### config.mk
export PLATFORM = sky130hd
export DESIGN_NAME = servo_adc_scan_soft_pwm_core_flat
export DESIGN_NICKNAME = d
export VERILOG_FILES = /design/src/rtl/core/sasp_pkg.sv /design/src/rtl/core/sasp_in_if.sv /design/src/rtl/core/sasp_out_if.sv /design/src/rtl/core/sasp_scale.sv /design/src/rtl/core/servo_adc_scan_soft_pwm_core.sv /design/src/flat_wrapper.sv
export SDC_FILE = /design/constraint.sdc
export NUM_CORES = 1
export LEC_CHECK = 0
export BUFFER_PORTS_ARGS = -buffer_cell sky130_fd_sc_hd__buf_2
export CORE_MARGIN = 4
export CORE_UTILIZATION = 31
export CTS_BUF_LIST = sky130_fd_sc_hd__clkbuf_8
export DETAILED_ROUTE_END_ITERATION = 8
export GPL_ROUTABILITY_DRIVEN = 0
export SLEW_MARGIN = 20
export SYNTH_ARGS = -nofsm -noshare
export SYNTH_HDL_FRONTEND = slang
export SYNTH_SLANG_ARGS = --single-unit
export TNS_END_PERCENT = 10
### constraint.sdc
create_clock -name i_clk -period 6.3 [get_ports i_clk]
set_input_delay 0 -clock i_clk [delete_from_list [all_inputs] [get_ports i_clk]]
set_output_delay 0 -clock i_clk [all_outputs]
set_load 0.005 [all_outputs]
### src/rtl/core/sasp_pkg.sv
`default_nettype none
// ----------------------------------------------------------------------------
// sasp_pkg
// shared types and constants of the servo / soft pwm core
// ----------------------------------------------------------------------------
package sasp_pkg;

    localparam int unsigned C_DATA_W  = 8;
    localparam int unsigned C_CHAN_W  = 2;
    localparam int unsigned C_PADDR_W = 2;
    localparam int unsigned C_PDATA_W = 32;

    typedef logic [C_DATA_W-1:0] t_byte;
    typedef logic [C_CHAN_W-1:0] t_chan;

    // item kinds
    localparam logic C_KIND_TICK   = 1'b0;
    localparam logic C_KIND_SAMPLE = 1'b1;

    // adc channel codes
    localparam t_chan C_CH0 = 2'd0;
    localparam t_chan C_CH1 = 2'd1;
    localparam t_chan C_CH2 = 2'd2;
    localparam t_chan C_CH3 = 2'd3;

    // register map
    localparam logic [C_PADDR_W-1:0] C_ADDR_PERIOD = 2'd0;

    localparam t_byte C_PERIOD_RST = 8'd250;

    // floor(v*k/1000) as (v * k * ceil(2^26/1000)) >> 26, exact for 8-bit v
    localparam int unsigned C_RECIP_SHIFT = 26;
    localparam int unsigned C_PROD_W      = 32;
    localparam int unsigned C_QUOT_W      = C_PROD_W - C_RECIP_SHIFT;
    localparam logic [C_PROD_W-1:0] C_SERVO_MUL = 32'd16575923; // 247 * 67109
    localparam logic [C_PROD_W-1:0] C_SOFT_MUL  = 32'd3288341;  // 49 * 67109
    localparam t_byte C_SERVO_OFS = 8'd62;
    localparam t_byte C_SOFT_OFS  = 8'd7;

endpackage
`default_nettype wire

### src/rtl/core/sasp_in_if.sv
`default_nettype none
// ----------------------------------------------------------------------------
// sasp_in_if
// request channel into the core: tick or adc sample
// ----------------------------------------------------------------------------
interface sasp_in_if import sasp_pkg::*; ();
    logic  valid;
    logic  ready;
    logic  kind;
    t_byte sample;

    modport source (output valid, output kind, output sample, input ready);
    modport sink   (input valid, input kind, input sample, output ready);
endinterface
`default_nettype wire

### src/rtl/core/sasp_out_if.sv
`default_nettype none
// ----------------------------------------------------------------------------
// sasp_out_if
// result channel out of the core: pin levels, duties, display and channel
// ----------------------------------------------------------------------------
interface sasp_out_if import sasp_pkg::*; ();
    logic  valid;
    logic  ready;
    logic  soft_pwm_a;
    logic  soft_pwm_b;
    t_byte servo_duty_a;
    t_byte servo_duty_b;
    t_byte width_display;
    t_chan next_channel;

    modport source (
        output valid, output soft_pwm_a, output soft_pwm_b, output servo_duty_a,
        output servo_duty_b, output width_display, output next_channel, input ready
    );
    modport sink (
        input valid, input soft_pwm_a, input soft_pwm_b, input servo_duty_a,
        input servo_duty_b, input width_display, input next_channel, output ready
    );
endinterface
`default_nettype wire

### src/rtl/core/sasp_scale.sv
`default_nettype none
// ----------------------------------------------------------------------------
// sasp_scale
// adc byte to servo duty (62..124) or soft pwm width (7..19)
// ----------------------------------------------------------------------------
module sasp_scale import sasp_pkg::*; (
    input  var t_byte i_sample,
    input  var logic  i_servo,
    output t_byte     o_value
);

    logic [C_PROD_W-1:0] w_prod;
    logic [C_QUOT_W-1:0] w_quot;

    // reciprocal multiply replaces the divide by 1000
    assign w_prod  = C_PROD_W'(i_sample) * (i_servo ? C_SERVO_MUL : C_SOFT_MUL);
    assign w_quot  = w_prod[C_PROD_W-1:C_RECIP_SHIFT];
    assign o_value = C_DATA_W'(w_quot) + (i_servo ? C_SERVO_OFS : C_SOFT_OFS);

endmodule
`default_nettype wire

### src/rtl/core/servo_adc_scan_soft_pwm_core.sv
`default_nettype none
// ----------------------------------------------------------------------------
// servo_adc_scan_soft_pwm_core
// joystick servo controller: soft pwm counter and adc channel scan
// ----------------------------------------------------------------------------
// i_in carries requests: kind 0 is a timer tick, kind 1 an adc sample for the
// channel shown on next_channel. every request gives exactly one result on
// o_out: both soft pwm pin levels, both servo duties, the second soft width
// and the channel to convert next, all as they stand after that request.
// a request is taken into an input register; when it leaves that register the
// state registers are updated and show the result. one request per cycle is
// sustained while o_out is ready; the longest path is the scaling through a
// single constant multiply.
// the result registers are the state registers themselves, so while o_out is
// stalled one more request can be taken into the input register to wait, and
// then i_in.ready drops. reset clears the counter, widths, duties and pins,
// points the scan at channel 2 and loads pwm_period with 250. pwm_period is
// written through the apb port at byte address 0; the user must write it only
// while no request is in flight, as the block itself does not enforce this.
// ----------------------------------------------------------------------------
module servo_adc_scan_soft_pwm_core import sasp_pkg::*; (
    input  var logic                 i_clk,
    input  var logic                 i_rst_n,
    sasp_in_if.sink                  i_in,
    sasp_out_if.source               o_out,
    input  var logic                 psel,
    input  var logic                 penable,
    input  var logic                 pwrite,
    input  var logic [C_PADDR_W-1:0] paddr,
    input  var logic [C_PDATA_W-1:0] pwdata,
    output logic     [C_PDATA_W-1:0] prdata,
    output logic                     pready
);

    // input register
    logic  r_in_valid;
    logic  r_in_kind;
    t_byte r_in_sample;

    // block state, also the result register
    logic  r_out_valid;
    t_byte r_pwm_period;
    t_byte r_tick;
    t_byte r_width_a;
    t_byte r_width_b;
    t_byte r_duty_a;
    t_byte r_duty_b;
    t_chan r_channel;
    logic  r_pin_a;
    logic  r_pin_b;

    t_byte n_tick;
    t_byte n_width_a;
    t_byte n_width_b;
    t_byte n_duty_a;
    t_byte n_duty_b;
    t_chan n_channel;
    logic  n_pin_a;
    logic  n_pin_b;

    logic  w_adv;
    logic  w_in_take;
    t_byte w_tick_inc;
    t_byte w_scaled;

    assign w_adv     = r_in_valid && (!r_out_valid || o_out.ready);
    assign i_in.ready = !r_in_valid || w_adv;
    assign w_in_take = i_in.valid && i_in.ready;

    sasp_scale u_scale (
        .i_sample (r_in_sample),
        .i_servo  (!r_channel[0]),
        .o_value  (w_scaled)
    );

    assign w_tick_inc = r_tick + 8'd1;

    always_comb begin
        n_tick    = r_tick;
        n_width_a = r_width_a;
        n_width_b = r_width_b;
        n_duty_a  = r_duty_a;
        n_duty_b  = r_duty_b;
        n_channel = r_channel;
        n_pin_a   = r_pin_a;
        n_pin_b   = r_pin_b;
        if (r_in_kind == C_KIND_TICK) begin
            n_pin_a = (w_tick_inc <= r_width_a);
            n_pin_b = (w_tick_inc <= r_width_b);
            n_tick  = (w_tick_inc >= r_pwm_period) ? '0 : w_tick_inc;
        end else begin
            unique case (r_channel)
                C_CH0: begin
                    n_duty_a  = w_scaled;
                    n_channel = C_CH2;
                end
                C_CH2: begin
                    n_duty_b  = w_scaled;
                    n_channel = C_CH3;
                end
                C_CH3: begin
                    n_width_a = w_scaled;
                    n_channel = C_CH1;
                end
                C_CH1: begin
                    n_width_b = w_scaled;
                    n_channel = C_CH0;
                end
                default: begin
                    n_channel = C_CH2;
                end
            endcase
        end
    end

    always_ff @(posedge i_clk) begin
        if (!i_rst_n) begin
            r_in_valid <= 1'b0;
        end else if (w_in_take) begin
            r_in_valid <= 1'b1;
        end else if (w_adv) begin
            r_in_valid <= 1'b0;
        end
    end

    always_ff @(posedge i_clk) begin
        if (w_in_take) begin
            r_in_kind   <= i_in.kind;
            r_in_sample <= i_in.sample;
        end
    end

    always_ff @(posedge i_clk) begin
        if (!i_rst_n) begin
            r_out_valid <= 1'b0;
            r_tick      <= '0;
            r_width_a   <= '0;
            r_width_b   <= '0;
            r_duty_a    <= '0;
            r_duty_b    <= '0;
            r_channel   <= C_CH2;
            r_pin_a     <= 1'b0;
            r_pin_b     <= 1'b0;
        end else begin
            if (w_adv) begin
                r_out_valid <= 1'b1;
                r_tick      <= n_tick;
                r_width_a   <= n_width_a;
                r_width_b   <= n_width_b;
                r_duty_a    <= n_duty_a;
                r_duty_b    <= n_duty_b;
                r_channel   <= n_channel;
                r_pin_a     <= n_pin_a;
                r_pin_b     <= n_pin_b;
            end else if (o_out.ready) begin
                r_out_valid <= 1'b0;
            end
        end
    end

    // configuration port
    always_ff @(posedge i_clk) begin
        if (!i_rst_n) begin
            r_pwm_period <= C_PERIOD_RST;
        end else if (psel && penable && pwrite && paddr == C_ADDR_PERIOD) begin
            r_pwm_period <= pwdata[C_DATA_W-1:0];
        end
    end

    assign pready = 1'b1;
    assign prdata = (paddr == C_ADDR_PERIOD) ? C_PDATA_W'(r_pwm_period) : '0;

    assign o_out.valid         = r_out_valid;
    assign o_out.soft_pwm_a    = r_pin_a;
    assign o_out.soft_pwm_b    = r_pin_b;
    assign o_out.servo_duty_a  = r_duty_a;
    assign o_out.servo_duty_b  = r_duty_b;
    assign o_out.width_display = r_width_b;
    assign o_out.next_channel  = r_channel;

    // samples walk the scan order 2, 3, 1, 0
    a_scan_order: assert property (@(posedge i_clk) disable iff (!i_rst_n)
        w_adv && r_in_kind == C_KIND_SAMPLE |=>
            (($past(r_channel) == C_CH2 && r_channel == C_CH3) ||
             ($past(r_channel) == C_CH3 && r_channel == C_CH1) ||
             ($past(r_channel) == C_CH1 && r_channel == C_CH0) ||
             ($past(r_channel) == C_CH0 && r_channel == C_CH2)))
        else $error("adc channel scan out of order");

    // a sample never moves the pins or the counter
    a_sample_keeps_pins: assert property (@(posedge i_clk) disable iff (!i_rst_n)
        w_adv && r_in_kind == C_KIND_SAMPLE |=>
            $stable(r_pin_a) && $stable(r_pin_b) && $stable(r_tick))
        else $error("sample changed soft pwm state");

    a_duty_range: assert property (@(posedge i_clk) disable iff (!i_rst_n)
        (r_duty_a == '0 || (r_duty_a >= 8'd62 && r_duty_a <= 8'd124)) &&
        (r_duty_b == '0 || (r_duty_b >= 8'd62 && r_duty_b <= 8'd124)))
        else $error("servo duty out of range");

    a_width_range: assert property (@(posedge i_clk) disable iff (!i_rst_n)
        (r_width_a == '0 || (r_width_a >= 8'd7 && r_width_a <= 8'd19)) &&
        (r_width_b == '0 || (r_width_b >= 8'd7 && r_width_b <= 8'd19)))
        else $error("soft pwm width out of range");

endmodule
`default_nettype wire
### src/flat_wrapper.sv
// flat-port wrapper written by rule: the top's interface ports become plain ports
module servo_adc_scan_soft_pwm_core_flat import sasp_pkg::*;
  (i_clk, i_rst_n, psel, penable, pwrite, paddr, pwdata, prdata, pready, i_in_valid, i_in_kind, i_in_sample, i_in_ready, o_out_valid, o_out_soft_pwm_a, o_out_soft_pwm_b, o_out_servo_duty_a, o_out_servo_duty_b, o_out_width_display, o_out_next_channel, o_out_ready);
  sasp_in_if i_in_i ();
  sasp_out_if o_out_i ();
  input  var logic i_clk;
  input  var logic i_rst_n;
  input  var logic psel;
  input  var logic penable;
  input  var logic pwrite;
  input  var logic [C_PADDR_W-1:0] paddr;
  input  var logic [C_PDATA_W-1:0] pwdata;
  output logic     [C_PDATA_W-1:0] prdata;
  output logic pready;
  input wire logic [$bits(i_in_i.valid)-1:0] i_in_valid;
  input wire logic [$bits(i_in_i.kind)-1:0] i_in_kind;
  input wire logic [$bits(i_in_i.sample)-1:0] i_in_sample;
  output wire logic [$bits(i_in_i.ready)-1:0] i_in_ready;
  output wire logic [$bits(o_out_i.valid)-1:0] o_out_valid;
  output wire logic [$bits(o_out_i.soft_pwm_a)-1:0] o_out_soft_pwm_a;
  output wire logic [$bits(o_out_i.soft_pwm_b)-1:0] o_out_soft_pwm_b;
  output wire logic [$bits(o_out_i.servo_duty_a)-1:0] o_out_servo_duty_a;
  output wire logic [$bits(o_out_i.servo_duty_b)-1:0] o_out_servo_duty_b;
  output wire logic [$bits(o_out_i.width_display)-1:0] o_out_width_display;
  output wire logic [$bits(o_out_i.next_channel)-1:0] o_out_next_channel;
  input wire logic [$bits(o_out_i.ready)-1:0] o_out_ready;
  assign i_in_i.valid = i_in_valid;
  assign i_in_i.kind = i_in_kind;
  assign i_in_i.sample = i_in_sample;
  assign i_in_ready = i_in_i.ready;
  assign o_out_valid = o_out_i.valid;
  assign o_out_soft_pwm_a = o_out_i.soft_pwm_a;
  assign o_out_soft_pwm_b = o_out_i.soft_pwm_b;
  assign o_out_servo_duty_a = o_out_i.servo_duty_a;
  assign o_out_servo_duty_b = o_out_i.servo_duty_b;
  assign o_out_width_display = o_out_i.width_display;
  assign o_out_next_channel = o_out_i.next_channel;
  assign o_out_i.ready = o_out_ready;
  servo_adc_scan_soft_pwm_core u_core (.i_clk(i_clk), .i_rst_n(i_rst_n), .i_in(i_in_i), .o_out(o_out_i), .psel(psel), .penable(penable), .pwrite(pwrite), .paddr(paddr), .pwdata(pwdata), .prdata(prdata), .pready(pready));
endmodule
## Word-level counts from Yosys, hierarchy flattened

Index checks and enable logic that the tools add are counted.
W data, S select, Z words.

- Magnitude comparators: 3
- Reduce and logical (&&, ||, !) cells: 19
- Bitwise gates (word level): 1
- Muxes and demuxes: 9
- Eq/ne operators: 3
- Multiply operators: 1
- Add/sub/neg operators: 2

Operators with widths:

| operator | count |
|---|---|
| $mul A8 B32 Y32 | 1 |
| $mux W24 | 1 |
| $le A8 B8 Y1 | 2 |
| $mux W8 | 2 |
| $reduce_and A3 Y1 | 4 |
| $add A8 B1 Y8 const B | 1 |
| $ge A8 B8 Y1 | 1 |
| $pmux W2 S4 | 1 |
| $add A6 B6 Y7 | 1 |
| $mux W6 | 1 |
| $logic_and A1 B1 Y1 | 5 |
| $eq A2 B2 Y1 const B | 2 |
| $logic_not A2 Y1 | 2 |
| $mux W1 | 4 |
| $reduce_and A2 Y1 | 2 |
| $reduce_bool A2 Y1 | 2 |
| $eq A2 B1 Y1 const B | 1 |
| $logic_not A1 Y1 | 2 |
| $logic_or A1 B1 Y1 | 2 |
| $not A1 Y1 | 1 |

- Bits of input ports: 50
- Flip-flop bits (word level): 63
- Output and inout port bits: 63
- Word-level logic and storage cells: 51

## Logic depth before layout (Yosys ltp)

Gate-level depths: netlist (run 1).

- Word-level depth: 6
- Depth in mapped cells: 30

## Cells and area by module

From an unflattened synthesis (run 1), not the netlist that was laid out.

- Cell total of the unflattened synthesis: 808
- Area total of the unflattened synthesis: 7,470.9 sq um

Modules (own cells, without submodules):

| module | cells an instance | sequential area each (sq um) | area an instance (sq um) | instances |
|---|---|---|---|---|
| sasp_scale | 482 | 0.0 | 4,194.0 | 1 |
| servo_adc_scan_soft_pwm_core | 326 | 1,351.3 | 3,276.9 | 1 |

## Worst setup path after synthesis (run 1)

No wires, ideal clock.

- Path kind: reg-to-reg
- Start point: register u_core.r_channel[0] (netlist: u_core.o_out.next_channel[0])
- End point: register u_core.r_duty_b[5] (netlist: u_core.o_out.servo_duty_b[5])
- Library setup time: 0.096 ns
- Clock period less this slack: 6.513 ns
- Arrival time: 6.418 ns
- Path buffers: 3
- Slack: -0.213 ns
- Stages on the path, launching flop included: 27
- Cells stage by stage: dfxtp_1 buf_4 clkinv_1 clkbuf_1 nand2_1 inv_1 ha_1 fa_1 inv_1 fa_1 fa_1 inv_1 ha_1 a211oi_2 nor2_1 or4_4 a32o_1 or2_4 o21a_1 nor2_1 xnor2_1 ha_1 buf_1 nand2_1 a2111oi_4 nor2_2 o311ai_1

- Cells in the longest elaborated chain, start to end: 3
- Elaborated cells between the ends (all ways): 6

RTL lines:

| element | RTL line | source |
|---|---|---|
| start: declaration | servo_adc_scan_soft_pwm_core.sv:48 | `t_chan r_channel;` |
| start signal: assignment | servo_adc_scan_soft_pwm_core.sv:152 | `r_channel <= n_channel;` |
| $mux W24 | sasp_scale.sv:16 | `assign w_prod = C_PROD_W'(i_sample) * (i_servo ? C_SERVO_MUL : C_SOFT_MUL);` |
| $mul A8 B32 Y32 | sasp_scale.sv:16 |  |
| $add A6 B6 Y7 | sasp_scale.sv:18 | `assign o_value = C_DATA_W'(w_quot) + (i_servo ? C_SERVO_OFS : C_SOFT_OFS);` |
| end signal: assignment | servo_adc_scan_soft_pwm_core.sv:151 | `r_duty_b <= n_duty_b;` |
| end: declaration | servo_adc_scan_soft_pwm_core.sv:47 | `t_byte r_duty_b;` |

Several ways; a longest one is shown, not always the timed one.
A chain may end at the register's enable or synchronous reset.

## Worst setup path in the final report (run 1)

- Start point: register u_core.r_channel[0] (netlist: u_core.o_out.next_channel[0])
- End point: register u_core.r_duty_b[4] (netlist: u_core.o_out.servo_duty_b[4])

The elaborated chain is that of the path after synthesis.

==> out/metrics.cfg, run 1 <==
[route]
antenna_left=0
initialDrtViolationCount=248
drt_wl_total_mm=18.0
drc=0
vias_per_cell=4.61
post_drt_wl_per_cell_um=14.2
num_vias=5856
firstDrtPassIters=4

[clock_network]
clockBufferDepth=2
root_buffer=clkbuf_8
clk_pin_slew_worst_paths_ns=0.08
htree_levels=3
cts_buffers=9
cts_tree=done
clkSinkCount=59
insertion_delay_ns=0.35

[yosys]
yosysSeqAreaShare_pct=17.5
syn_inst=830
synth_flop_cell=dfxtp_1
ys_types=64
synthArstFlopShare_pct=0
ys_warn_count=0
ys_ff_latch=59
post_synth_instance_area_um2=7280
synth_area_per_cell_um2=8.77
synth-edff-count=9

[timing]
fmax_mhz=164
finalHoldWorstSlack_ns=0.0403
skew_ns=0.0131
worst_pin_slew_ns=1.08
fin_crit_ns=6.11
rsz0062_at_grt=yes
setup_viol=0
timing.slew.headroom_pct=27.4
hold_violations=0
min_period_over_period_pct=97.0
drv_slew=0

[worst_setup_path]
r2r_slack_ns=0.19
worstPathArrival_ns=6.34
path_max_fanout=7
cp-start-kind=flip-flop
required_ns=6.53
worst_setup_path_end_kind=flip-flop
crit_type=reg2reg

[global_route]
track_usage_pct=14.3
grt_pass1_vias=6104
grt_pass1_wl_mm=30.2
gr-total-overflow=0
grt_max_degree=36
antenna_found_initial=0

[cells_and_area]
drive_gt1_share_pct=17.1
fin_nets=1191
fin_util_pct=38.2
area_growth_pct=19.7
fillerInstances=2375
antennaDiodeCount=0
final-seq-area_um2=1270
multi_input_area_um2=5270
stdcell_count=1271

[floorplanning]
chipWidth_um=161
die_area_um2=26000
boundaryPins=113
fp-row-count=55
die_y_um=161
initial_core_util_pct=31.9
core_um2=22800

[pwr]
power_frac_seq_pct=11.5
power.density_nw_per_um2=419
power.internal_w=0.00189
clock_power_share_pct=10.8
netSwitchingFraction_pct=48.4
ir_worst_vdd_mv=0.303
p_sw_w=0.00177
leakage_nw=4.36
p_comb_share_pct=77.7

[place]
dpl.cell_count=1230
dp_hpwl_mm=14.9
io_buffer_count=60

[run]
maxCapViolations=0

[min_path]
hp-class=in2reg

[outcome]
status=finished clean

==> area by class of cell <==
cell class                 instances  area share, %
sequential                        59           14.6
tap                              313           4.49
clock inverter                     7           1.15
multi-input combinational        569           60.4
timing repair buffer             127           9.83
inverter                         187           8.08
clock buffer                       9           1.42
==> cell usage after synthesis (5+ instances only) <==
library cell | number | area (um2)
inv_1 | 185 | 694
ha_1 | 107 | 1340
fa_1 | 81 | 1620
nand2_1 | 70 | 263
dfxtp_1 | 50 | 1000
a21oi_1 | 41 | 205
nor2_1 | 40 | 150
buf_4 | 29 | 218
nand3_1 | 19 | 95.1
o21ai_0 | 19 | 95.1
clkbuf_1 | 15 | 56.3
o211ai_1 | 12 | 90.1
o21a_1 | 12 | 90.1
nor3_1 | 11 | 55.1
a211oi_1 | 10 | 75.1
a21o_1 | 10 | 75.1
nand4_1 | 10 | 62.6
xnor2_1 | 10 | 87.6
edfxtp_1 | 9 | 270
o311ai_1 | 5 | 43.8
or2_2 | 5 | 31.3
or4_1 | 5 | 37.5
==> registers in the layout, summed over array words and instances, names as in the netlist <==
name	flops
u_core.o_out.width_display	7
u_core.o_out.next_channel	2
u_core.r_in_kind	1
u_core.r_pwm_period	8
u_core.o_out.soft_pwm_a	1
u_core.o_out.valid	1
u_core.r_in_sample	8
u_core.o_out.servo_duty_a	7
u_core.r_width_a	7
u_core.r_tick	8
u_core.r_in_valid	1
u_core.o_out.servo_duty_b	7
u_core.o_out.soft_pwm_b	1
==> cell usage in the layout (no fill, tap or decap), drive strengths merged, types with 4 or more instances in the layout <==
cell         netlist  layout
o211ai            12      12
or4                7       7
nand3b             4       4
xnor2             10      10
o21ai             19      19
nor2              41      41
o21a              12      12
nand2b             5       5
conb               2      33
and2               4       4
o221ai             4       4
a31oi              4       4
fa                81      81
clkbuf            15       9
nor3              13      13
dlygate4sd3        0      20
xor2               4       4
inv              185     187
buf               31     107
nand3             19      19
nand2             70      70
nand4             10      10
edfxtp             9       9
o311ai             6       6
ha               107     107
nor2b              4       4
or2                6       6
a21o              10      10
dfxtp             50      50
a211oi            11      11
clkinv             2       5
a21oi             41      41
==> worst max-delay path, stage by stage, from the launching register on <==
cell and delay, ns:
dfxtp_2 0.34, buf_4 0.17, and2_1 0.15, ha_1 0.31
fa_1 0.54, inv_1 0.05, fa_1 0.46, fa_1 0.54
inv_1 0.07, ha_4 0.24, a211oi_2 0.23, nor2_1 0.08
or4_4 0.56, a21o_1 0.18, a211o_1 0.29, a21oi_2 0.17
a21oi_1 0.09, nor3_2 0.18, ha_2 0.22, inv_1 0.05
ha_2 0.19, nand2_2 0.11, nor4_4 0.05, or4_4 0.54
nand3_1 0.10, a21oi_1 0.07
==> repair_timing <==
item                       in CTS  in global routing
setup buffers                   0                  5
gates resized for setup         4                 25
setup endpoints to repair       1                 16
hold buffers                   20                  0
pin swaps                       0                  8
hold endpoints to repair       19                  0
==> layer usage <==
layer | share of wire [%] | global-route usage, %
met4 | 1.5 | 3.37
met1 | 44 | 18.3
met2 | 49 | 25.0
met3 | 5.4 | 2.58
met5 | 0 | 0
==> cell families (layout without fill, tap and decap cells) <==
group                    after synthesis  after routing  synth area share [%]
AO/OA/AOI/OAI                        136            136                  12.6
other                                  2             33                 0.103
flip-flops                            59             59                  17.5
adder cells (fa/ha/maj)              188            188                  40.7
XOR/XNOR                              15             15                  2.01
buffers and inverters                233            330                  13.5
AND/OR/NAND/NOR                      197            197                  13.6
==> path summary, 6_finish.rpt <==
path | start | to | cells past startpoint
hold / removal | psel | u_core.r_pwm_period[2] | 4
setup / recovery | u_core.o_out.next_channel[0] | u_core.o_out.servo_duty_b[4] | 25
setup reg to reg | u_core.o_out.next_channel[0] | u_core.o_out.servo_duty_b[4] | 25
hold reg to reg | u_core.r_pwm_period[2] | u_core.r_pwm_period[2] | 2
==> power by group through the flow <==
stage               Clock [W]  Sequential (W)  Combinational (W)
finish               0.000396        0.000421            0.00284
detailed placement          0        0.000429            0.00258
floorplan                   0        0.000430            0.00183
CTS                  0.000407        0.000421            0.00265
global route         0.000421        0.000424            0.00322
global placement            0        0.000429            0.00256
==> stage by stage <==
stage	total power [W]	setup slack [ns]	setup TNS, ns	cell area (um2)
floorplan	0.00226	0.0462	0	7400
global placement	0.00299	0.0956	0	8120
detailed placement	0.00301	-0.00261	-0.00261	8120
CTS	0.00348	0.0232	0	8570
global route	0.00406	-0.0790	-0.396	8720
finish	0.00366	0.192	0	8720
Power figures use the tool's default switching activity.
==> run 2, diff against run 1 <==
- ABC_AREA: default -> 1
==> run 2 against run 1 <==
Global-route usage fell by 0.37 points. Sequential share of layout area rose by 0.30 points. Sequential power fell by 4%.
==> out/metrics.cfg, run 2 <==
[timing]
fmax_mhz=171
finalHoldWorstSlack_ns=0.0184
fin_crit_ns=5.84
setup_viol=0
min_period_over_period_pct=92.7
drv_slew=0
worst_pin_slew_ns=0.801
postLayoutSetupSlackWorst_ns=0.457
tns_ns=0
rsz0062_at_grt=no
hold_violations=0
timing.slew.headroom_pct=46.4
skew_ns=0.0157

[worst_setup_path]
crit_type=reg2reg
crit_top_cell=inv_1
worst_setup_path_end_kind=flip-flop
cp_slowest_cell=edfxtp_1
required_ns=6.56
critPathMaxStageDelay_ns=0.61
cp-start-kind=flip-flop
r2r_slack_ns=0.46
path_max_fanout=6
worstPathArrival_ns=6.10

[route]
num_vias=5921
initialDrtViolationCount=297
vias_per_cell=4.33
drt_wl_total_mm=17.8
drc=0
firstDrtPassIters=5
antenna_left=0
post_drt_wl_per_cell_um=13.0

[pwr]
leakage_nw=4.78
ir_worst_vdd_mv=0.313
power.density_nw_per_um2=389

[yosys]
synth-edff-count=9
post_synth_instance_area_um2=7410
synthArstFlopShare_pct=0
yosys.area.top_type=fa_1
yosys-top-cells-area=fa_1 22%, ha_1 18%, dfxtp_1 14%, inv_1 13%, nand2_1 5.8%
synth_commonest_cells=266 x inv_1, 114 x nand2_1, 107 x ha_1, 81 x fa_1, 71 x nor2_1
synth_area_per_cell_um2=7.88
yosysSeqAreaShare_pct=17.2
syn_inst=940
synth_top_area_share_pct=21.9
ys_types=41
synth_most_common_cell=inv_1
synth_flop_cell=dfxtp_1
ys_warn_count=0
ys_ff_latch=59

[clock_network]
root_buffer=clkbuf_8
clkSinkCount=59
clk_pin_slew_worst_paths_ns=0.08
htree_levels=3
clockBufferDepth=2
cts_buffers=9
cts_tree=done
insertion_delay_ns=0.36

[global_route]
track_usage_pct=13.9
met2_usage_pct=23.6
grt_max_degree=32
busiest_layer=met2
use_met3_pct=1.82
gr-total-overflow=0
met1_usage_pct=18.8
grt_pass1_wl_mm=29.5
grt_pass1_vias=5901
antenna_found_initial=0

[cells_and_area]
reg.largest.list=u_core.r_in_sample: 8 flops, u_core.r_pwm_period: 8 flops, u_core.r_tick: 8 flops
mostFrequentLayoutCell=inv_1
antennaDiodeCount=0
fillerInstances=2454
fin_nets=1282
drive_gt1_share_pct=12.1
fin_util_pct=36.4
area_growth_pct=15.4
final_cell_mix=265 x inv_1, 114 x nand2_1, 107 x ha_1, 81 x fa_1, 71 x nor2_1

[place]
place_ws_ns=0.354
dp_hpwl_mm=14.9
io_buffer_count=60

[run]
maxCapViolations=0

[floorplanning]
fp-row-count=56
core_um2=23500
die_area_um2=26400
boundaryPins=113
die_y_um=163
chipWidth_um=163
initial_core_util_pct=31.6

[min_path]
hp-class=in2reg

[outcome]
status=finished clean

run 2: cells by family after synthesis:
family,Yosys count,synth area share (%)
buffers and inverters,311,17.3
AND/OR/NAND/NOR,251,14.9
adder cells (fa/ha/maj),188,40.0
AO/OA/AOI/OAI,116,8.99
flip-flops,59,17.2
XOR/XNOR,13,1.54
other,2,0.101
run 2: worst paths after layout:
kind | start | to | cells after the start
hold / removal | pwrite | u_core.r_pwm_period[2] | 3
hold reg to reg | u_core.o_out.soft_pwm_b | u_core.o_out.soft_pwm_b | 2
setup / recovery | u_core.r_in_sample[4] | u_core.o_out.servo_duty_a[4] | 28
setup reg to reg | u_core.r_in_sample[4] | u_core.o_out.servo_duty_a[4] | 28
run 2: worst max-delay path: cells and delay by family (launching register included):
| family | cells | cell delay [ns] |
|---|---|---|
| buffers and inverters | 8 | 0.74 |
| XOR/XNOR | 1 | 0.16 |
| flip-flops | 1 | 0.61 |
| AND/OR/NAND/NOR | 8 | 0.92 |
| AO/OA/AOI/OAI | 5 | 0.58 |
| adder cells (fa/ha/maj) | 6 | 2.73 |
run 2: through the flow:
stage               area [um2]  power [W]  cells
floorplan                 7520    0.00226    971
global placement          8100    0.00290   1328
detailed placement        8100    0.00292   1328
CTS                       8510    0.00332   1364
global route              8540    0.00374   1368
finish                    8540    0.00332   1368
run 2: what timing repair did:
item                       CTS  global route
gates resized for setup      0             4
setup endpoints to repair    0            13
hold endpoints to repair    19             0
setup buffers                0             4
hold buffers                20             0
run 2: final cells by class:
cell class	count	area [um2]	share of cell area, %
sequential	59	1270	14.9
clock buffer	10	138	1.61
inverter	270	1020	11.9
timing repair buffer	103	673	7.88
tap	319	399	4.67
multi-input combinational	601	4970	58.2
clock inverter	6	71.3	0.835
run 2: routing by layer:
metal	wire, um	share of wire, %
met2	8510	48
met4	310	1.7
met3	802	4.5
met1	8170	46
met5	0	0
run 2: report_power, final:
part / internal [W] / total [W] / switching (W)
Clock: 0.000197 / 0.000371 / 0.000174
Combinational: 0.000936 / 0.00255 / 0.00161
Sequential: 0.000395 / 0.000405 / 0.00000995
Total: 0.00153 / 0.00332 / 0.00180
==> run 3, diff against run 2 <==
- ABC_AREA: 1 -> default
- BUFFER_PORTS_ARGS: -buffer_cell sky130_fd_sc_hd__buf_2 -> default
- DONT_BUFFER_PORTS: default -> 1
- clock period: 6.3 -> 5.3 ns (I/O delays scaled with it)
==> run 3 against run 2 <==
The run now ends with negative setup slack left. First-iteration DRC count fell by 19%. Combinational power is 61% higher. Register-to-register slack lost 1.2 ns. Utilization rose by 4.7 points. Clock power is 15% higher. Largest power group unchanged.
==> out/metrics.cfg, run 3 (synthesis gave the netlist of run 1 again) <==
[outcome]
status=finished, violations left
violations=negative setup slack

[route]
initialDrtViolationCount=241
num_vias=5936
post_drt_wl_per_cell_um=14.8
vias_per_cell=4.63
antenna_left=0
firstDrtPassIters=4
drt_wl_total_mm=19.0
drc=0

[cells_and_area]
multi_input_area_um2=5630
antennaDiodeCount=0
final_cell_area_um2=9380
final-seq-area_um2=1270
final_cell_mix=167 x inv_1, 108 x buf_4, 89 x ha_1, 78 x fa_1, 62 x nand2_1
fin_nets=1203
reg.largest.list=u_core.r_in_sample: 8 flops, u_core.r_pwm_period: 8 flops, u_core.r_tick: 8 flops
drive_gt1_share_pct=24.9
area_growth_pct=28.8
mostFrequentLayoutCell=inv_1
fin_util_pct=41.1
fillerInstances=2259

[worst_setup_path]
crit_type=reg2reg
critPathMaxStageDelay_ns=0.52
crit_top_cell=fa_1
worstPathArrival_ns=6.29
required_ns=5.57
crit_chain=buf_12 > nand2_8 > inv_8 > ha_4 > fa_1 > inv_1 > fa_1 > fa_1 > inv_2 > ha_4 > a211oi_2 > nor2_1 > or4_4 > buf_6 > a32o_2 > or2_4 > o21a_1 > nor2_1 > xnor2_1 > ha_2 > a21oi_2 > o22ai_2 > or4_1 > o311ai_2
path_max_fanout=5
cp_slowest_cell=fa_1
cp-start-kind=flip-flop
worst_setup_path_end_kind=flip-flop
path_buf_inv=5
crit_family=adder cells

[floorplanning]
core_um2=22800
die_y_um=161
chipWidth_um=161
initial_core_util_pct=31.9
die_area_um2=26000
fp-row-count=55
boundaryPins=113

[place]
io_buffer_count=0
dp_hpwl_mm=15.8
dpl-instance-area_um2=8550

[min_path]
hp-class=in2out

[clock_network]
clk_pin_slew_worst_paths_ns=0.08
insertion_delay_ns=0.36
cts_tree=done
root_buffer=clkbuf_8
clockBufferDepth=2
cts_buffers=9
htree_levels=3
clkSinkCount=59

[global_route]
grt_pass1_wl_mm=31.5
antenna_found_initial=0
gr-total-overflow=0
track_usage_pct=15.0
grt_max_degree=35
grt_pass1_vias=6132

[timing]
postLayoutSetupSlackWorst_ns=-0.722
skew_ns=0.0144
rsz0062_at_grt=yes
min_period_over_period_pct=114
tns_ns=-10.99
worst_pin_slew_ns=0.872
timing.slew.headroom_pct=41.7
fmax_mhz=166
setup_viol=24
hold_violations=0
drv_slew=0
fin_crit_ns=6.02

[pwr]
leakage_nw=4.45
power.density_nw_per_um2=536
ir_worst_vdd_mv=0.432

[run]
maxCapViolations=0

run 3: final timing paths:
path,startpoint,endpoint,slack [ns],cells after the start
worst min-delay path,paddr[0],prdata[7],0.03,1
worst max register to register,u_core.r_in_sample[4],u_core.o_out.width_display[5],-0.72,24
worst min register to register,u_core.r_tick[7],u_core.r_tick[7],0.47,2
worst max-delay path,u_core.r_in_sample[4],u_core.o_out.width_display[5],-0.72,24
run 3: routing by layer:
| metal | up-vias | global-route usage [%] | wire length, um |
|---|---|---|---|
| met5 | - | 0 | 0 |
| met4 | 0 | 4.11 | 385 |
| met3 | 26 | 2.65 | 790 |
| met2 | 110 | 24.9 | 9110 |
| met1 | 2867 | 20.2 | 8720 |
| li1 | 2933 | - | - |
run 3: timing repair:
| action | in CTS | in global routing |
|---|---|---|
| hold buffers | 24 | 0 |
| pin swaps | 37 | 19 |
| hold endpoints to repair | 42 | 0 |
| endpoints found under the setup margin | 24 | 28 |
| buffers inserted | 9 | 4 |
| gates resized for setup | 33 | 27 |
run 3: cell type report:
type                            instances  area share (%)
Tap cell                              313            4.17
Sequential cell                        59            13.6
Clock inverter                          7           0.813
Inverter                              187            7.76
Timing Repair Buffer                  139            12.3
Multi-Input combinational cell        569            60.0
Clock buffer                            9            1.32
run 3: through the flow:
step	worst slack, ns	hold WS, ns	total power, W	instances
floorplan	-0.575	0.0989	0.00292	861
global placement	-0.687	0.0350	0.00417	1231
detailed placement	-0.834	0.0336	0.00422	1231
CTS	-0.646	0.0204	0.00492	1279
global route	-0.955	0.0339	0.00554	1283
finish	-0.722	0.0324	0.00503	1283
run 3: where the power goes:
group          total [W]  internal, W  switching [W]
clock network   0.000426     0.000220       0.000205
logic            0.00410      0.00196        0.00214
registers       0.000509     0.000482      0.0000269
total            0.00503      0.00267        0.00237
